File: config.mk
export PLATFORM = sky130hd
export DESIGN_NAME = rotate_xor_multiply_hash64
export DESIGN_NICKNAME = d
export VERILOG_FILES = /design/src/rtl/rxmh_pkg.sv /design/src/rtl/rxmh_mul.sv /design/src/rtl/rotate_xor_multiply_hash64.sv
export VERILOG_INCLUDE_DIRS = /design/src /design/src/rtl
export SDC_FILE = /design/constraint.sdc
export NUM_CORES = 2
export LEC_CHECK = 0
export ABC_AREA = 1
export ABC_CLOCK_PERIOD_IN_PS = 12800
export BUFFER_PORTS_ARGS = -buffer_cell sky130_fd_sc_hd__buf_2
export CAP_MARGIN = 20
export CORE_MARGIN = 3
export CORE_UTILIZATION = 50
export DETAILED_ROUTE_END_ITERATION = 8
export PLACE_DENSITY = 0.63
export SYNTH_ARGS = -nofsm -noshare
export SYNTH_HDL_FRONTEND = slang
export SYNTH_SLANG_ARGS = --single-unit
File: constraint.sdc
create_clock -name clk -period 12.8 [get_ports clk]
set_input_delay 1.28 -clock clk [delete_from_list [all_inputs] [get_ports clk]]
set_output_delay 1.28 -clock clk [all_outputs]
set_load 0.1 [all_outputs]
File: src/rtl/assert_macros.svh
// Assertion helpers used by the hash top level.
`ifndef ASSERT_MACROS_SVH
`define ASSERT_MACROS_SVH

// Check a property at every rising edge, off while reset is held.
`define RXMH_ASSERT(lbl, clk, rstn, prop) \
  lbl: assert property (@(posedge clk) disable iff (!(rstn)) (prop)) \
    else $error("rxmh assertion failed");

// Check that a condition never holds, off while reset is held.
`define RXMH_NEVER(lbl, clk, rstn, cond) \
  lbl: assert property (@(posedge clk) disable iff (!(rstn)) !(cond)) \
    else $error("rxmh forbidden condition seen");

`endif

File: src/rtl/rxmh_pkg.sv
package rxmh_pkg;

  localparam logic [63:0] GOLDEN_MIX = 64'h9E3779B97F4A7C15;
  localparam logic [63:0] WORD_MUL   = 64'hBF58476D1CE4E5B9;
  localparam logic [63:0] TAIL_MUL   = 64'h94D049BB133111EB;
  localparam int unsigned FINAL_SHIFT = 31;

  typedef enum logic [1:0] {
    ST_IDLE,
    ST_WMUL,
    ST_TMUL,
    ST_EMIT
  } state_t;

  typedef struct packed {
    logic busy;
    logic done;
  } mul_stat_t;

  function automatic logic [63:0] rotl27(input logic [63:0] x);
    rotl27 = {x[36:0], x[63:37]};
  endfunction

  function automatic logic [63:0] rotl13(input logic [63:0] x);
    rotl13 = {x[50:0], x[63:51]};
  endfunction

endpackage

File: src/rtl/rxmh_mul.sv
module rxmh_mul (
  input  logic                 clk,
  input  logic                 rst_n,
  input  logic                 start,
  input  logic [63:0]          a,
  input  logic [63:0]          b,
  output logic [63:0]          prod,
  output rxmh_pkg::mul_stat_t  stat
);

  logic [63:0] a_r, a_nxt;
  logic [63:0] b_r, b_nxt;
  logic [63:0] acc_r, acc_nxt;
  logic [1:0]  step_r, step_nxt;
  logic        busy_r, busy_nxt;
  logic        done_r, done_nxt;
  logic [31:0] op_x;
  logic [31:0] op_y;
  logic [63:0] pp;

  always_comb begin
    case (step_r)
      2'd0: begin
        op_x = a_r[31:0];
        op_y = b_r[31:0];
      end
      2'd1: begin
        op_x = a_r[31:0];
        op_y = b_r[63:32];
      end
      default: begin
        op_x = a_r[63:32];
        op_y = b_r[31:0];
      end
    endcase
    pp = {32'd0, op_x} * {32'd0, op_y};
  end

  always_comb begin
    a_nxt    = a_r;
    b_nxt    = b_r;
    acc_nxt  = acc_r;
    step_nxt = step_r;
    busy_nxt = busy_r;
    done_nxt = 1'b0;
    if (start) begin
      a_nxt    = a;
      b_nxt    = b;
      step_nxt = 2'd0;
      busy_nxt = 1'b1;
    end else if (busy_r) begin
      if (step_r == 2'd0) begin
        acc_nxt = pp;
      end else begin
        acc_nxt = {acc_r[63:32] + pp[31:0], acc_r[31:0]};
      end
      step_nxt = step_r + 2'd1;
      if (step_r == 2'd2) begin
        busy_nxt = 1'b0;
        done_nxt = 1'b1;
      end
    end
  end

  always_ff @(posedge clk) begin
    a_r    <= a_nxt;
    b_r    <= b_nxt;
    acc_r  <= acc_nxt;
    step_r <= step_nxt;
    if (!rst_n) begin
      busy_r <= 1'b0;
      done_r <= 1'b0;
    end else begin
      busy_r <= busy_nxt;
      done_r <= done_nxt;
    end
  end

  assign prod      = acc_r;
  assign stat.busy = busy_r;
  assign stat.done = done_r;

endmodule

File: src/rtl/rotate_xor_multiply_hash64.sv
// Streaming 64-bit rotate-xor-multiply hash, one message byte per transfer.
// in_*  : message bytes; in_tlast marks the final item, in_tuser marks an
//         item with no byte (an empty message is one such item with tlast).
// cfg_* : seed write, always ready; a new seed takes effect at the next
//         message start. Write it only while the block is idle.
// out_* : one 64-bit hash per message, after its last item.
// A byte that does not complete a word only enters the word buffer. The
// eighth byte of a word starts the 64x64 fold multiply, run as three
// 32x32 partial products on one shared multiplier before the result is
// handed back. The last item starts the tail multiply, whose result is
// registered and then loaded into the output register; when the last byte
// also completes a word, the tail multiply follows the fold multiply.
// in_tready is low while the multiplier works or a result waits to load.
// The output register holds one result; a new message may stream in while
// it waits, and a second result stalls the input until out_tready frees it.
// Reset (rst_n low, synchronous) clears the seed to zero, drops any pending
// result and opens a fresh message.
`include "assert_macros.svh"

module rotate_xor_multiply_hash64 (
  input  logic        clk,
  input  logic        rst_n,
  input  logic        in_tvalid,
  output logic        in_tready,
  input  logic [7:0]  in_tdata,   // [7:0] data_byte
  input  logic        in_tlast,   // last_byte
  input  logic        in_tuser,   // [0] no_data
  output logic        out_tvalid,
  input  logic        out_tready,
  output logic [63:0] out_tdata,  // [63:0] hash_value
  input  logic        cfg_valid,
  output logic        cfg_ready,
  input  logic [63:0] cfg_data
);

  rxmh_pkg::state_t    state_r, state_nxt;
  rxmh_pkg::mul_stat_t mul_stat;

  logic [63:0] seed_r, seed_nxt;
  logic [63:0] hash_r, hash_nxt;
  logic [55:0] buf_r, buf_nxt;
  logic [2:0]  cnt_r, cnt_nxt;
  logic        start_r, start_nxt;
  logic        pend_r, pend_nxt;
  logic [63:0] res_r, res_nxt;
  logic [63:0] odata_r, odata_nxt;
  logic        ovalid_r, ovalid_nxt;

  logic        in_xfer;
  logic        fold;
  logic        emit_go;
  logic [63:0] h0;
  logic [55:0] buf0;
  logic [2:0]  cnt0;
  logic [55:0] buf_ins;
  logic [63:0] word;
  logic        mul_start;
  logic [63:0] mul_a;
  logic [63:0] mul_b;
  logic [63:0] mul_prod;

  rxmh_mul u_mul (
    .clk   (clk),
    .rst_n (rst_n),
    .start (mul_start),
    .a     (mul_a),
    .b     (mul_b),
    .prod  (mul_prod),
    .stat  (mul_stat)
  );

  assign in_tready  = (state_r == rxmh_pkg::ST_IDLE);
  assign in_xfer    = in_tvalid && in_tready;
  assign cfg_ready  = 1'b1;
  assign out_tvalid = ovalid_r;
  assign out_tdata  = odata_r;
  assign emit_go    = !ovalid_r || out_tready;

  always_comb begin
    h0      = start_r ? (seed_r ^ rxmh_pkg::GOLDEN_MIX) : hash_r;
    buf0    = start_r ? 56'd0 : buf_r;
    cnt0    = start_r ? 3'd0 : cnt_r;
    fold    = !in_tuser && (cnt0 == 3'd7);
    word    = {in_tdata, buf0};
    buf_ins = buf0;
    if (!in_tuser) begin
      buf_ins = buf0 | ({48'd0, in_tdata} << {cnt0, 3'b000});
    end
  end

  always_comb begin
    state_nxt = state_r;
    case (state_r)
      rxmh_pkg::ST_IDLE: begin
        if (in_xfer) begin
          if (fold) begin
            state_nxt = rxmh_pkg::ST_WMUL;
          end else if (in_tlast) begin
            state_nxt = rxmh_pkg::ST_TMUL;
          end
        end
      end
      rxmh_pkg::ST_WMUL: begin
        if (mul_stat.done) begin
          state_nxt = pend_r ? rxmh_pkg::ST_TMUL : rxmh_pkg::ST_IDLE;
        end
      end
      rxmh_pkg::ST_TMUL: begin
        if (mul_stat.done) begin
          state_nxt = rxmh_pkg::ST_EMIT;
        end
      end
      rxmh_pkg::ST_EMIT: begin
        if (emit_go) begin
          state_nxt = rxmh_pkg::ST_IDLE;
        end
      end
      default: state_nxt = rxmh_pkg::ST_IDLE;
    endcase
  end

  always_comb begin
    seed_nxt   = cfg_valid ? cfg_data : seed_r;
    hash_nxt   = hash_r;
    buf_nxt    = buf_r;
    cnt_nxt    = cnt_r;
    start_nxt  = start_r;
    pend_nxt   = pend_r;
    res_nxt    = res_r;
    odata_nxt  = odata_r;
    ovalid_nxt = ovalid_r && !out_tready;
    mul_start  = 1'b0;
    mul_a      = rxmh_pkg::rotl13(mul_prod);
    mul_b      = rxmh_pkg::TAIL_MUL;
    case (state_r)
      rxmh_pkg::ST_IDLE: begin
        if (in_xfer) begin
          hash_nxt  = h0;
          start_nxt = in_tlast;
          pend_nxt  = in_tlast;
          mul_start = fold || in_tlast;
          if (fold) begin
            mul_a   = rxmh_pkg::rotl27(h0 ^ word);
            mul_b   = rxmh_pkg::WORD_MUL;
            buf_nxt = 56'd0;
            cnt_nxt = 3'd0;
          end else begin
            mul_a   = rxmh_pkg::rotl13(h0 ^ {8'd0, buf_ins});
            buf_nxt = buf_ins;
            cnt_nxt = in_tuser ? cnt0 : cnt0 + 3'd1;
          end
        end
      end
      rxmh_pkg::ST_WMUL: begin
        if (mul_stat.done) begin
          hash_nxt  = mul_prod;
          mul_start = pend_r;
        end
      end
      rxmh_pkg::ST_TMUL: begin
        if (mul_stat.done) begin
          res_nxt = mul_prod ^ (mul_prod >> rxmh_pkg::FINAL_SHIFT);
        end
      end
      rxmh_pkg::ST_EMIT: begin
        if (emit_go) begin
          odata_nxt  = res_r;
          ovalid_nxt = 1'b1;
          hash_nxt   = res_r;
        end
      end
      default: begin
        mul_start = 1'b0;
      end
    endcase
  end

  always_ff @(posedge clk) begin
    hash_r  <= hash_nxt;
    buf_r   <= buf_nxt;
    cnt_r   <= cnt_nxt;
    res_r   <= res_nxt;
    odata_r <= odata_nxt;
    if (!rst_n) begin
      state_r  <= rxmh_pkg::ST_IDLE;
      seed_r   <= 64'd0;
      start_r  <= 1'b1;
      pend_r   <= 1'b0;
      ovalid_r <= 1'b0;
    end else begin
      state_r  <= state_nxt;
      seed_r   <= seed_nxt;
      start_r  <= start_nxt;
      pend_r   <= pend_nxt;
      ovalid_r <= ovalid_nxt;
    end
  end

  `RXMH_NEVER(a_busy_when_free, clk, rst_n,
    mul_stat.busy && (state_r == rxmh_pkg::ST_IDLE || state_r == rxmh_pkg::ST_EMIT))
  `RXMH_ASSERT(a_done_in_mul_state, clk, rst_n,
    mul_stat.done |-> (state_r == rxmh_pkg::ST_WMUL || state_r == rxmh_pkg::ST_TMUL))
  `RXMH_ASSERT(a_emit_loads_out, clk, rst_n,
    (state_r == rxmh_pkg::ST_EMIT && emit_go) |=> (ovalid_r && out_tdata == $past(res_r)))

endmodule

==> run_results.csv <==
group,metric,value,unit
floorplanning,die_x,331.4,um
status,status,"finished, final reports clean",
route,drtIter0Drc,5633,
route,avgViaCountPerCell,5.646,
floorplanning,ios,146,
sta,worstMarginPinSlew,1132,ps
global_route,grt_pass1_vias,41970,
synth,mappedNetlistNets,7248,
floorplanning,start_util,50.79,%
placement,io_buffers,144,
worst_setup_path,crit_path_start_kind,"flip-flop",
cts,postCtsHoldBufs,0,
sta,final_max_slew_viol_count,0,
synth,postSynthCellCount,5978,
placement,place_area,55100,sq um
floorplanning,die_y,331.4,um
sta,fmax,0.08858,GHz
global_route,grt_antenna_before_repair,6,
layout,ff_latch_area,12900,sq um
route,dr.pass1.iters,7,
cts,clockBufferDepth,3,
route,drc_errors,0,
synth,synth-edff-count,381,
route,route.vias.total,42190,
worst_setup_path,reg2reg_to,"u_mul.prod[61]",
synth,ys_seq_area_share,24.37,%
worst_setup_path,endpoint,"u_mul.prod[61]",
placement,hpwl,168700,um
global_route,overflow,0,
sta,setup_viol,0,
layout,nFillCells,9786,
cts,htreeDepth,2,
worst_setup_path,max_stage_delay,800,ps
worst_setup_path,cp.arrival,11620,ps
route,wl_per_cell,27.06,um
worst_setup_path,regToRegSetupSlack,1510,ps
worst_setup_path,critPathMaxFanout,33,
synth,synth_warnings,0,
worst_setup_path,crit_path_frequent_cell,"inv_1",
worst_setup_path,end_kind,"flip-flop",
layout,final_util,54.35,%
layout,layout.nets,7321,
worst_setup_path,cp_slowest_cell,"nor2_1",
layout,layout-drive-gt1-share,6.210,%
synth,netlist_top_cells_count,"1,313 x inv_1, 894 x nand2_1, 833 x nor2_1",
cts,cts_made_buffers,45,
synth,ys_types,52,
synth,synth_area,52940,sq um
sta,finalSetupTns,0,ps
floorplanning,die_area,109800,sq um
cts,cts_num_sinks,454,
synth,synth.area.top_cells,"fa_1 31%, edfxtp_1 22%, inv_1 9.3%",
cts,cts_resized,0,
global_route,grt_usage,36.76,%
cts,clk_latency,610,ps
cts,cts_tree,"done",
worst_setup_path,crit_start,"u_mul.step_r[1]",
sta,slew_headroom,24.46,%
worst_setup_path,worstPathRequired,13130,ps
layout,final_area,56650,sq um
sta,min_period_over_period,88.20,%
route,ant_nets,0,
synth,yosysMostFrequentCell,"inv_1",
synth,synth_top_flop_cell,"edfxtp_1",
global_route,grt_pass1_wl,292200,um
worst_setup_path,criticalPathCategory,"reg -> reg",
floorplanning,rows,118,
floorplanning,fp.coreArea,104200,sq um
worst_setup_path,reg2regPathDepth,41,
synth,yosys_register_bits,454,
sta,layout_min_cycle_time,11290,ps
cts,cts_setup_buffers,0,
layout,multi_input_area,34220,sq um
sta,rsz0062_at_grt,"no",
synth,synth_top_area_share,30.90,%
worst_setup_path,r2r-start,"u_mul.step_r[1]",
cts,clockRootBuffer,"clkbuf_16",
route,drt-total-wl,202200,um
synth,synth_top_cell_by_area,"fa_1",
sta,finalHoldViolCount,0,
global_route,grt_start_max_net_pins,126,
sta,clock_skew,35.50,ps
worst_hold_path,hold_class,"reg -> reg",
cts,clkTransAtPathRegs,60,ps
placement,gp_congestion,1.016,
synth,synthArstFlopShare,0,%
run,drv_cap,0,
layout,syn_to_final_growth,7.010,%
synth,post_synth.cell_area_avg,8.856,sq um
[worst min-delay path by stage]
stage                          endpoint      start  cells past startpoint
final                      out_tdata[7]   res_r[7]                      0
after global routing      out_tdata[31]  res_r[31]                      0
after CTS                  out_tdata[7]   res_r[7]                      0
after detailed placement  out_tdata[18]  res_r[18]                      0
after global placement     out_tdata[7]   res_r[7]                      0
after floorplan            out_tdata[0]   res_r[0]                      0
[cell families after synthesis]
group / count (synthesis) / share of synthesized area (%)
simple gates: 1972 / 14.85
buf+inv: 1524 / 11.11
fa+ha+maj: 1191 / 39.74
compound gates: 698 / 7.634
flops: 454 / 24.37
xor+xnor: 137 / 2.267
other cells: 1 / 0.007084
mux: 1 / 0.01891
[per-stage QoR]
stage | hold WS, ps | std cells | worst slack [ps]
6_report | 432.6 | 7472 | 1511
3_3_place_gp | 433.3 | 7381 | 1764
2_1_floorplan | 426.8 | 5978 | 4197
3_5_place_dp | 436.8 | 7384 | 1801
4_1_cts | 443.8 | 7467 | 1785
5_1_grt | 465.4 | 7470 | 1051
[cell usage in the layout (no fill, tap or decap), types with 12 or more instances in the layout]
cell type  count
a21o_1        12
a21oi_1      236
a22oi_1       30
a31oi_1       36
buf_2        144
buf_4         51
clkbuf_16     47
dfxtp_1       72
edfxtp_1     381
fa_1         817
ha_1         373
inv_1       1313
inv_2         37
nand2_1      894
nand3_1      136
nand3b_1      12
nand4_1       17
nor2_1       826
nor3_1        31
o211ai_1      36
o21ai_0      239
o21ai_1       28
o21ai_2       18
o221ai_1      18
or2_2         15
xnor2_1       15
xor2_1       122
[area by class of cell]
cell class | count | area share (%)
multi-input combinational | 4000 | 60.41
sequential | 454 | 22.78
inverter | 1352 | 8.963
tap | 1380 | 3.048
clock buffer | 56 | 2.189
timing repair buffer | 198 | 2.067
clock inverter | 27 | 0.5257
antenna | 5 | 0.02209
[worst max-delay path, delay by kind of cell, from the launching register on]
family                     cells  cell delay, ps
AOI/OAI and AO/OA              5             990
xor gates and xnor gates       1             620
adders and majority gates     11            4960
buffers and inverters         14            2050
DFF                            1             320
and+or+nand+nor               10            2040
[sequential cells by signal, indices dropped and copies added, names as in the netlist, 3 cells and up]
| name | cells |
|---|---|
| u_mul.a_r | 64 |
| seed_r | 64 |
| u_mul.prod | 64 |
| res_r | 64 |
| out_tdata | 64 |
| hash_r | 64 |
| buf_r | 56 |
| cnt_r | 3 |
[per-layer routing]
metal / up-vias / wire length (um) / global-route usage, %
li1: 18540 / - / -
met2: 2429 / 84060 / 52.41
met1: 20820 / 82710 / 52.88
met3: 399 / 26620 / 11.64
met5: - / 207 / 1.259
met4: 4 / 8601 / 12.55
Power is left out: the tool's default activity adds up to more than one toggle a clock period on the data nets, which glitch-free logic cannot reach.
